==> src/rtl/skvf_pkg.sv <==
// Shared types and constants of the scalar Kalman velocity filter.
package skvf_pkg;

  // Width of every fixed-point value on the data path.
  localparam int unsigned DATA_W = 32;

  // Default number of fraction bits.
  localparam int unsigned FRAC_BITS_DEF = 16;

  // Saturation limits of a 32-bit signed value.
  localparam logic signed [DATA_W-1:0] S32_MAX = 32'sh7fff_ffff;
  localparam logic signed [DATA_W-1:0] S32_MIN = 32'sh8000_0000;

  // Configuration register indexes.
  typedef enum logic [2:0] {
    CFG_GAIN_A       = 3'd0,
    CFG_GAIN_B       = 3'd1,
    CFG_GAIN_C       = 3'd2,
    CFG_PROC_NOISE   = 3'd3,
    CFG_MEAS_NOISE   = 3'd4,
    CFG_INIT_VAR     = 3'd5
  } cfg_idx_e;

  // Control of the shared arithmetic unit for one cycle.
  typedef struct packed {
    logic mul_en;   // capture a new product
    logic add_sub;  // adder subtracts its second operand
  } alu_ctrl_t;

endpackage

==> src/rtl/scalar_kalman_velocity_filter_unit.sv <==
// Top level of the scalar Kalman velocity filter: configuration, sequencer and stream ports.
//
// One measurement enters on the slave stream (s_axis_*) and one filtered estimate leaves on
// the master stream (m_axis_*) for it. Both carry a signed fixed-point value with FRAC_BITS
// fraction bits in tdata. Filter coefficients and noise terms are written through the
// cfg_* port; the user must write them only while the block is idle, which the block
// does not enforce. Indexes above five are ignored. After an input transaction,
// s_axis_tready stays low for seventeen steps of the shared multiplier and adder plus
// the wait on the bit-serial gain divider. The estimate becomes valid in the same cycle
// as s_axis_tready rises again. s_axis_tready is high only while no item is in work,
// so one item is processed at a time.
// The estimate is held in an output register; the next measurement can be taken while it
// waits. If the receiver still stalls when the following estimate is done, the sequencer
// holds in its last step until the output register is free.
// Reset sets every coefficient and noise term to 1.0, clears the estimates and the error
// variance, and marks the first step as pending: the first item loads the error variance
// from the initial-variance register before predicting.
module scalar_kalman_velocity_filter_unit #(
  parameter int unsigned FRAC_BITS = skvf_pkg::FRAC_BITS_DEF
) (
  input  logic         clk_i,
  input  logic         rst_ni,
  // Configuration write port
  input  logic         cfg_we_i,
  input  logic [2:0]   cfg_idx_i,
  input  logic [31:0]  cfg_data_i,
  // Measurement stream
  input  logic         s_axis_tvalid,
  output logic         s_axis_tready,
  input  logic [31:0]  s_axis_tdata,   // [31:0] measurement
  // Estimate stream
  output logic         m_axis_tvalid,
  input  logic         m_axis_tready,
  output logic [31:0]  m_axis_tdata    // [31:0] estimate
);

  localparam int unsigned W = skvf_pkg::DATA_W;
  localparam logic signed [W-1:0] ONE = W'(64'd1 << FRAC_BITS);

  typedef enum logic [18:0] {
    ST_IDLE  = 19'd1,
    ST_DIFF  = 19'd2,
    ST_XA    = 19'd4,
    ST_XP    = 19'd8,
    ST_PA    = 19'd16,
    ST_PAA   = 19'd32,
    ST_PP    = 19'd64,
    ST_CP    = 19'd128,
    ST_CPW   = 19'd256,
    ST_CPC   = 19'd512,
    ST_KV    = 19'd1024,
    ST_NUM   = 19'd2048,
    ST_INNOV = 19'd4096,
    ST_DIVW  = 19'd8192,
    ST_GI    = 19'd16384,
    ST_XN    = 19'd32768,
    ST_TT    = 19'd65536,
    ST_TP    = 19'd131072,
    ST_PN    = 19'd262144
  } state_e;

  state_e state_q, state_d;

  // Configuration registers
  logic signed [W-1:0] gain_a_q, gain_b_q, gain_c_q;
  logic [W-2:0]        proc_noise_q, meas_noise_q, init_var_q;

  // Filter state and intermediate values
  logic                started_q;
  logic signed [W-1:0] xcur_q, xprv_q, pvar_q;
  logic signed [W-1:0] meas_q, diff_q, t0_q, xprd_q, pprd_q, kvar_q, innov_q, gain_q, xnew_q;

  // Output register
  logic                out_valid_q;
  logic [W-1:0]        out_data_q;

  // Shared unit hookup
  skvf_pkg::alu_ctrl_t alu_ctrl;
  logic signed [W-1:0] mul_a, mul_b, add_a, add_b, mul_res, add_res;
  logic                div_start, div_done;
  logic signed [W-1:0] div_quot;

  logic in_fire;
  logic commit;

  assign s_axis_tready = (state_q == ST_IDLE);
  assign in_fire       = s_axis_tvalid && s_axis_tready;
  assign commit        = (state_q == ST_PN) && (!out_valid_q || m_axis_tready);
  assign div_start     = (state_q == ST_INNOV);

  skvf_alu #(
    .FRAC_BITS (FRAC_BITS)
  ) u_alu (
    .clk_i     (clk_i),
    .ctrl_i    (alu_ctrl),
    .mul_a_i   (mul_a),
    .mul_b_i   (mul_b),
    .add_a_i   (add_a),
    .add_b_i   (add_b),
    .mul_res_o (mul_res),
    .add_res_o (add_res)
  );

  skvf_div #(
    .FRAC_BITS (FRAC_BITS)
  ) u_div (
    .clk_i   (clk_i),
    .rst_ni  (rst_ni),
    .start_i (div_start),
    .num_i   (t0_q),
    .den_i   (kvar_q),
    .done_o  (div_done),
    .quot_o  (div_quot)
  );

  // Operand selection and next state for each step.
  always_comb begin
    alu_ctrl = '0;
    mul_a    = '0;
    mul_b    = '0;
    add_a    = '0;
    add_b    = '0;
    state_d  = state_q;
    unique case (state_q)
      ST_IDLE: begin
        if (in_fire) begin
          state_d = ST_DIFF;
        end
      end
      ST_DIFF: begin
        add_a            = xcur_q;
        add_b            = xprv_q;
        alu_ctrl.add_sub = 1'b1;
        mul_a            = gain_a_q;
        mul_b            = xcur_q;
        alu_ctrl.mul_en  = 1'b1;
        state_d          = ST_XA;
      end
      ST_XA: begin
        mul_a           = gain_b_q;
        mul_b           = diff_q;
        alu_ctrl.mul_en = 1'b1;
        state_d         = ST_XP;
      end
      ST_XP: begin
        add_a           = t0_q;
        add_b           = mul_res;
        mul_a           = gain_a_q;
        mul_b           = pvar_q;
        alu_ctrl.mul_en = 1'b1;
        state_d         = ST_PA;
      end
      ST_PA: begin
        state_d = ST_PAA;
      end
      ST_PAA: begin
        mul_a           = t0_q;
        mul_b           = gain_a_q;
        alu_ctrl.mul_en = 1'b1;
        state_d         = ST_PP;
      end
      ST_PP: begin
        add_a   = mul_res;
        add_b   = {1'b0, proc_noise_q};
        state_d = ST_CP;
      end
      ST_CP: begin
        mul_a           = gain_c_q;
        mul_b           = pprd_q;
        alu_ctrl.mul_en = 1'b1;
        state_d         = ST_CPW;
      end
      ST_CPW: begin
        state_d = ST_CPC;
      end
      ST_CPC: begin
        mul_a           = t0_q;
        mul_b           = gain_c_q;
        alu_ctrl.mul_en = 1'b1;
        state_d         = ST_KV;
      end
      ST_KV: begin
        add_a           = mul_res;
        add_b           = {1'b0, meas_noise_q};
        mul_a           = pprd_q;
        mul_b           = gain_c_q;
        alu_ctrl.mul_en = 1'b1;
        state_d         = ST_NUM;
      end
      ST_NUM: begin
        mul_a           = gain_c_q;
        mul_b           = xprd_q;
        alu_ctrl.mul_en = 1'b1;
        state_d         = ST_INNOV;
      end
      ST_INNOV: begin
        add_a            = meas_q;
        add_b            = mul_res;
        alu_ctrl.add_sub = 1'b1;
        state_d          = ST_DIVW;
      end
      ST_DIVW: begin
        if (div_done) begin
          state_d = ST_GI;
        end
      end
      ST_GI: begin
        mul_a           = gain_q;
        mul_b           = innov_q;
        alu_ctrl.mul_en = 1'b1;
        state_d         = ST_XN;
      end
      ST_XN: begin
        add_a           = xprd_q;
        add_b           = mul_res;
        mul_a           = gain_q;
        mul_b           = gain_c_q;
        alu_ctrl.mul_en = 1'b1;
        state_d         = ST_TT;
      end
      ST_TT: begin
        add_a            = ONE;
        add_b            = mul_res;
        alu_ctrl.add_sub = 1'b1;
        state_d          = ST_TP;
      end
      ST_TP: begin
        mul_a           = t0_q;
        mul_b           = pprd_q;
        alu_ctrl.mul_en = 1'b1;
        state_d         = ST_PN;
      end
      ST_PN: begin
        if (commit) begin
          state_d = ST_IDLE;
        end
      end
      default: begin
        state_d = ST_IDLE;
      end
    endcase
  end

  // Sequencer state, filter state, configuration and output handshake.
  always_ff @(posedge clk_i or negedge rst_ni) begin
    if (!rst_ni) begin
      state_q      <= ST_IDLE;
      started_q    <= 1'b0;
      xcur_q       <= '0;
      xprv_q       <= '0;
      pvar_q       <= '0;
      gain_a_q     <= ONE;
      gain_b_q     <= ONE;
      gain_c_q     <= ONE;
      proc_noise_q <= ONE[W-2:0];
      meas_noise_q <= ONE[W-2:0];
      init_var_q   <= ONE[W-2:0];
      out_valid_q  <= 1'b0;
    end else begin
      state_q <= state_d;

      // Register writes; unknown indexes fall through.
      if (cfg_we_i) begin
        unique case (cfg_idx_i)
          skvf_pkg::CFG_GAIN_A:     gain_a_q     <= cfg_data_i;
          skvf_pkg::CFG_GAIN_B:     gain_b_q     <= cfg_data_i;
          skvf_pkg::CFG_GAIN_C:     gain_c_q     <= cfg_data_i;
          skvf_pkg::CFG_PROC_NOISE: proc_noise_q <= cfg_data_i[W-2:0];
          skvf_pkg::CFG_MEAS_NOISE: meas_noise_q <= cfg_data_i[W-2:0];
          skvf_pkg::CFG_INIT_VAR:   init_var_q   <= cfg_data_i[W-2:0];
          default: ;
        endcase
      end

      // The first item loads the error variance before predicting.
      if (in_fire && !started_q) begin
        pvar_q    <= {1'b0, init_var_q};
        started_q <= 1'b1;
      end

      // Commit the step and hand the estimate to the output register.
      if (commit) begin
        xprv_q      <= xcur_q;
        xcur_q      <= xnew_q;
        pvar_q      <= mul_res;
        out_valid_q <= 1'b1;
      end else if (out_valid_q && m_axis_tready) begin
        out_valid_q <= 1'b0;
      end
    end
  end

  // Intermediate values written by the steps.
  always_ff @(posedge clk_i) begin
    if (in_fire) begin
      meas_q <= s_axis_tdata;
    end
    if (commit) begin
      out_data_q <= xnew_q;
    end
    unique case (state_q)
      ST_DIFF:  diff_q  <= add_res;
      ST_XA:    t0_q    <= mul_res;
      ST_XP:    xprd_q  <= add_res;
      ST_PA:    t0_q    <= mul_res;
      ST_PP:    pprd_q  <= add_res;
      ST_CPW:   t0_q    <= mul_res;
      ST_KV:    kvar_q  <= add_res;
      ST_NUM:   t0_q    <= mul_res;
      ST_INNOV: innov_q <= add_res;
      ST_DIVW: begin
        if (div_done) begin
          gain_q <= div_quot;
        end
      end
      ST_XN:    xnew_q  <= add_res;
      ST_TT:    t0_q    <= add_res;
      default: ;
    endcase
  end

  assign m_axis_tvalid = out_valid_q;
  assign m_axis_tdata  = out_data_q;

endmodule

==> src/rtl/skvf_alu.sv <==
// Shared arithmetic unit: registered 32x32 multiplier with fixed-point scaling and a
// saturating adder.
module skvf_alu #(
  parameter int unsigned FRAC_BITS = skvf_pkg::FRAC_BITS_DEF
) (
  input  logic                                    clk_i,
  input  skvf_pkg::alu_ctrl_t                     ctrl_i,
  input  logic signed [skvf_pkg::DATA_W-1:0]      mul_a_i,
  input  logic signed [skvf_pkg::DATA_W-1:0]      mul_b_i,
  input  logic signed [skvf_pkg::DATA_W-1:0]      add_a_i,
  input  logic signed [skvf_pkg::DATA_W-1:0]      add_b_i,
  output logic signed [skvf_pkg::DATA_W-1:0]      mul_res_o,
  output logic signed [skvf_pkg::DATA_W-1:0]      add_res_o
);

  localparam int unsigned PW = 2 * skvf_pkg::DATA_W;

  logic signed [PW-1:0]                 prod_q;
  logic signed [PW-1:0]                 prod_sh;
  logic signed [skvf_pkg::DATA_W:0]     sum;

  // Full product, held until the next multiply is issued.
  always_ff @(posedge clk_i) begin
    if (ctrl_i.mul_en) begin
      prod_q <= mul_a_i * mul_b_i;
    end
  end

  // Scale down rounding toward minus infinity, then saturate to 32 bits.
  always_comb begin
    prod_sh = prod_q >>> FRAC_BITS;
    if ((&prod_sh[PW-1:skvf_pkg::DATA_W-1]) || !(|prod_sh[PW-1:skvf_pkg::DATA_W-1])) begin
      mul_res_o = prod_sh[skvf_pkg::DATA_W-1:0];
    end else if (prod_sh[PW-1]) begin
      mul_res_o = skvf_pkg::S32_MIN;
    end else begin
      mul_res_o = skvf_pkg::S32_MAX;
    end
  end

  // Saturating add or subtract on one guard bit.
  always_comb begin
    if (ctrl_i.add_sub) begin
      sum = {add_a_i[skvf_pkg::DATA_W-1], add_a_i} - {add_b_i[skvf_pkg::DATA_W-1], add_b_i};
    end else begin
      sum = {add_a_i[skvf_pkg::DATA_W-1], add_a_i} + {add_b_i[skvf_pkg::DATA_W-1], add_b_i};
    end
    if (sum[skvf_pkg::DATA_W] == sum[skvf_pkg::DATA_W-1]) begin
      add_res_o = sum[skvf_pkg::DATA_W-1:0];
    end else if (sum[skvf_pkg::DATA_W]) begin
      add_res_o = skvf_pkg::S32_MIN;
    end else begin
      add_res_o = skvf_pkg::S32_MAX;
    end
  end

endmodule

==> src/rtl/skvf_div.sv <==
// Radix-2 restoring divider for the Kalman gain: (num << FRAC_BITS) / den, truncated and
// saturated, zero for a zero divisor.
module skvf_div #(
  parameter int unsigned FRAC_BITS = skvf_pkg::FRAC_BITS_DEF
) (
  input  logic                                 clk_i,
  input  logic                                 rst_ni,
  input  logic                                 start_i,
  input  logic signed [skvf_pkg::DATA_W-1:0]   num_i,
  input  logic signed [skvf_pkg::DATA_W-1:0]   den_i,
  output logic                                 done_o,
  output logic signed [skvf_pkg::DATA_W-1:0]   quot_o
);

  localparam int unsigned W  = skvf_pkg::DATA_W;
  localparam int unsigned DW = W + FRAC_BITS;
  localparam int unsigned CW = $clog2(DW + 1);

  logic                 busy_q;
  logic                 done_q;
  logic [CW-1:0]        cnt_q;
  logic [W-1:0]         rem_q;
  logic [DW-1:0]        quo_q;
  logic [W-1:0]         dm_q;
  logic                 neg_q;
  logic                 zero_q;
  logic signed [W-1:0]  res_q;

  logic [W-1:0]         num_mag;
  logic [W-1:0]         den_mag;
  logic [W:0]           rem_sh;
  logic                 ge;
  logic signed [W-1:0]  res_d;

  // Operand magnitudes; the most negative value maps to 2^31 unsigned.
  assign num_mag = num_i[W-1] ? (~num_i + 1'b1) : num_i;
  assign den_mag = den_i[W-1] ? (~den_i + 1'b1) : den_i;

  // One quotient bit per cycle.
  assign rem_sh = {rem_q, quo_q[DW-1]};
  assign ge     = (rem_sh >= {1'b0, dm_q});

  // Sign and saturation of the finished magnitude quotient.
  always_comb begin
    if (zero_q) begin
      res_d = '0;
    end else if (neg_q) begin
      if ((|quo_q[DW-1:W]) || (quo_q[W-1] && (|quo_q[W-2:0]))) begin
        res_d = skvf_pkg::S32_MIN;
      end else begin
        res_d = ~quo_q[W-1:0] + 1'b1;
      end
    end else if (|quo_q[DW-1:W-1]) begin
      res_d = skvf_pkg::S32_MAX;
    end else begin
      res_d = quo_q[W-1:0];
    end
  end

  // Control of the iteration.
  always_ff @(posedge clk_i or negedge rst_ni) begin
    if (!rst_ni) begin
      busy_q <= 1'b0;
      done_q <= 1'b0;
      cnt_q  <= '0;
    end else begin
      done_q <= 1'b0;
      if (start_i) begin
        busy_q <= 1'b1;
        cnt_q  <= CW'(DW);
      end else if (busy_q) begin
        if (cnt_q == '0) begin
          busy_q <= 1'b0;
          done_q <= 1'b1;
        end else begin
          cnt_q <= cnt_q - 1'b1;
        end
      end
    end
  end

  // Data path of the iteration; the partial remainder stays below the divisor.
  always_ff @(posedge clk_i) begin
    if (start_i) begin
      quo_q  <= {num_mag, {FRAC_BITS{1'b0}}};
      rem_q  <= '0;
      dm_q   <= den_mag;
      neg_q  <= num_i[W-1] ^ den_i[W-1];
      zero_q <= (den_i == '0);
    end else if (busy_q) begin
      if (cnt_q == '0) begin
        res_q <= res_d;
      end else begin
        rem_q <= ge ? W'(rem_sh - {1'b0, dm_q}) : rem_sh[W-1:0];
        quo_q <= {quo_q[DW-2:0], ge};
      end
    end
  end

  assign done_o = done_q;
  assign quot_o = res_q;

endmodule

==> config.mk <==
export PLATFORM = sky130hd
export DESIGN_NAME = scalar_kalman_velocity_filter_unit
export DESIGN_NICKNAME = d
export VERILOG_FILES = /design/src/rtl/skvf_pkg.sv /design/src/rtl/scalar_kalman_velocity_filter_unit.sv /design/src/rtl/skvf_alu.sv /design/src/rtl/skvf_div.sv
export SDC_FILE = /design/constraint.sdc
export NUM_CORES = 2
export LEC_CHECK = 0
export ABC_AREA = 1
export ABC_CLOCK_PERIOD_IN_PS = 12050
export BUFFER_PORTS_ARGS = -buffer_cell sky130_fd_sc_hd__buf_2
export CAP_MARGIN = 10
export CORE_MARGIN = 2
export CORE_UTILIZATION = 30
export DETAILED_ROUTE_END_ITERATION = 8
export PLACE_DENSITY = 0.52
export SLEW_MARGIN = 20
export SYNTH_ARGS = -nofsm -noshare
export SYNTH_HDL_FRONTEND = slang
export SYNTH_SLANG_ARGS = --single-unit
==> constraint.sdc <==
create_clock -name clk_i -period 12.05 [get_ports clk_i]
set_input_delay 1.8075 -clock clk_i [delete_from_list [all_inputs] [get_ports clk_i]]
set_output_delay 1.8075 -clock clk_i [all_outputs]
set_load 0.005 [all_outputs]
==> impl_metrics.ini <==
[global_route]
grt_overflow = 0
track_usage = 0.232
antenna_found_initial = 14
grt_pass1_vias = 65500
grt_pass1_wl_mm = 453
grt_max_degree = 154

[critical_path]
r2r-end = u_alu.prod_q[60]$_DFFE_PP_
crit_type = reg2reg
arrival_ns = 11.68
setup.worst_path.start_class = flop
r2r_start = state_q[11]$_DFFE_PN0P_
endpoint_kind = flop
crit_path_max_fanout = 26
cp.required_ns = 12.50
worstRegToRegCells = 30
crit_path_top_delay_cell = fa_1
crit_family = adder cells
max_stage_delay_ns = 0.86
cp_common_cell = fa_1
rrSetupSlack_ns = 0.83
critPathBufInv = 6

[drt]
antenna_left = 0
vias = 64300
vias_per_cell = 5.01
drc = 0
wl_per_cell_um = 24.0
totalWireLength_mm = 308
first_iter_violations = 5954
dr.pass1.iters = 8

[synthesis]
synthTopCellsByCount = nand2_1, inv_1, fa_1
synth_edf_count = 466
syn_area_per_cell_um2 = 8.53
ys_types = 68
synth_cells = 9247
netlist.area_leader.share = 0.275
ys.warnings.count = 0
synth_top_area_cell = fa_1
syn-num-nets = 10700
netlist_area_um2 = 78800
ys_ff_latch = 828
synth_most_common_cell = nand2_1
async_reset_ff_frac = 0.379
synth_flop_cell = edfxtp_1
yosysSeqAreaShare = 0.289
synth_area_leaders = fa_1, edfxtp_1, nand2_1, inv_1, dfrtp_1

[floorplanning]
initial_utilization = 0.301
coreArea_um2 = 262000
chipWidth_um = 517
dieArea_um2 = 267000
dieHeight_um = 517
ios = 106
rows = 188

[timing]
finalHoldViolCount = 0
fin_ws_ns = 0.828
fmax_mhz = 89.1
skew_ns = 0.0490
fin_tns_setup_ns = 0
final_max_slew_viol_count = 0
rsz0062_at_grt = false
finalCriticalPeriod_ns = 11.22
worst_pin_slew_ns = 1.22
fin_crit_sh = 0.931
setup_viol = 0
relSlewSlack = 0.185

[clock_network]
cts_tree = yes
hold_buffers = 0
clock_latency_ns = 0.74
clock_sinks = 828
clk_pin_slew_worst_paths_ns = 0.06
cts_made_buffers = 92
post_cts_buffers = 0
clk_path_buf_depth = 3
cts.htree.levels = 3
post_cts_resized = 0
root_buffer = clkbuf_16

[final_layout]
fill_cells = 27300
syn2layout_area_growth_pct = 10.5
fin_util = 0.333
nets = 10600
drive_above_1_share = 0.0598
layoutNonFillerInstCount = 12800

[outcome]
status = finished clean

[power_and_ir_drop]
power_per_cell_area_nw_per_um2 = 176
p_int_w = 0.00766
p_total_w = 0.0154
combinationalPowerShare = 0.519
ir_drop_mv = 0.375
leakage_nw = 43.9
seqPwrFrac = 0.283
power.share.switching = 0.502
switching_power_w = 0.00771
power_frac_clock = 0.198

[worst_hold_path]
holdPathStages = 0
min_to = gain_q[30]$_DFFE_PP_
hp-start = u_div.quot_o[30]$_SDFFCE_PP0P_
hold_path.class = reg2reg

[place]
placed_cells_incl_taps = 12600
hpwl_mm = 245
post-place-ws_ns = 1.16
portBuffers = 105
place_congestion = 0.997

[job]
cap_violations = 0
## state kept, by name, indices dropped and copies added, names as in the netlist, 32 cells and up
name	cells
gain_b_q	32
pprd_q	32
diff_q	32
u_div.quo_q	48
xprd_q	32
meas_q	32
m_axis_tdata	32
t0_q	32
gain_a_q	32
u_div.quot_o	32
kvar_q	32
gain_c_q	32
u_div.dm_q	32
xnew_q	32
xprv_q	32
u_div.rem_q	32
innov_q	32
xcur_q	32
pvar_q	32
u_alu.prod_q	48
gain_q	32
## area by class of cell
cell class / instances / area [um2] / area share
clock inverters: 57 / 639 / 0.00734
clock buffers: 116 / 2530 / 0.0290
well taps: 3515 / 4400 / 0.0505
inverters: 2075 / 7790 / 0.0894
flip-flops and latches: 828 / 22800 / 0.262
multi-input cells: 5955 / 47100 / 0.540
diodes: 4 / 10.0 / 0.000115
repair buffers: 271 / 1870 / 0.0214
## metal layers
layer	track usage	vias up	wire length [um]
li1	-	28300	-
met1	0.306	32600	127000
met2	0.371	2697	141000
met3	0.0315	571	21600
met4	0.118	12	18300
met5	0	-	80
## power by group through the flow
stage	Sequential, W	Clock [W]	Combinational [W]
final	0.00435	0.00304	0.00797
after detailed placement	0.00439	0	0.00790
after global placement	0.00439	0	0.00789
after global routing	0.00437	0.00317	0.00851
after floorplan	0.00427	0	0.00424
after CTS	0.00434	0.00308	0.00794
## stage by stage
stage	area [um2]	hold WS, ns
6_report	87100	0.416
4_1_cts	87100	0.414
3_3_place_gp	83900	0.402
3_5_place_dp	83900	0.405
5_1_grt	87100	0.411
2_1_floorplan	78800	0.400
## cell usage in the layout (no fill, tap or decap), types with 12 or more instances in the layout
| cell | instances |
|---|---|
| nand2_2 | 17 |
| o21ai_4 | 21 |
| o21ai_0 | 547 |
| buf_2 | 104 |
| dfrtp_1 | 307 |
| dfxtp_1 | 48 |
| clkbuf_1 | 14 |
| inv_2 | 15 |
| xnor2_1 | 61 |
| or2_2 | 15 |
| nand4_1 | 36 |
| a211oi_1 | 25 |
| nand2_1 | 2346 |
| clkinv_1 | 15 |
| ha_1 | 250 |
| o211ai_1 | 43 |
| nand3_2 | 12 |
| a21oi_1 | 284 |
| a211o_1 | 13 |
| nand3_1 | 179 |
| nor2_2 | 13 |
| o221ai_1 | 18 |
| o22ai_1 | 96 |
| fa_1 | 1083 |
| edfxtp_1 | 466 |
| clkbuf_16 | 95 |
| a22oi_1 | 15 |
| a31oi_1 | 18 |
| inv_1 | 2052 |
| clkinv_2 | 20 |
| a221oi_1 | 75 |
| nor4_1 | 22 |
| nor2_1 | 429 |
| o21a_1 | 13 |
| nor3_1 | 55 |
| nand3b_1 | 22 |
| buf_4 | 159 |
| a22o_1 | 30 |
| xor2_1 | 119 |
## how the worst max path moves through the flow
stage	startpoint	to	slack (ns)	cells after the start
finish	state_q[11]$_DFFE_PN0P_	u_alu.prod_q[60]$_DFFE_PP_	0.83	30
global route	state_q[11]$_DFFE_PN0P_	u_alu.prod_q[60]$_DFFE_PP_	0.57	30
CTS	state_q[11]$_DFFE_PN0P_	u_alu.prod_q[60]$_DFFE_PP_	1.06	30
floorplan	state_q[8]$_DFFE_PN0P_	u_alu.prod_q[58]$_DFFE_PP_	2.82	33
detailed placement	state_q[11]$_DFFE_PN0P_	u_alu.prod_q[60]$_DFFE_PP_	1.16	30
global placement	state_q[11]$_DFFE_PN0P_	u_alu.prod_q[60]$_DFFE_PP_	1.05	30
## cells by family after synthesis
logic type                 share of synthesized area
adders and majority gates                      0.315
buffers and inverters                          0.120
xor gates and xnor gates                      0.0200
DFF                                            0.289
and+or+nand+nor                                0.162
AOI/OAI and AO/OA                             0.0943
## worst register-to-register path, delay by kind of cell, from the launching register on
family / cells / cell delay [ns]
and+or+nand+nor: 10 / 2.46
adders and majority gates: 9 / 5.07
DFF: 1 / 0.40
buffers and inverters: 6 / 1.50
AOI/OAI and AO/OA: 5 / 1.52
Note: power is estimated with default switching activity, not from simulation.
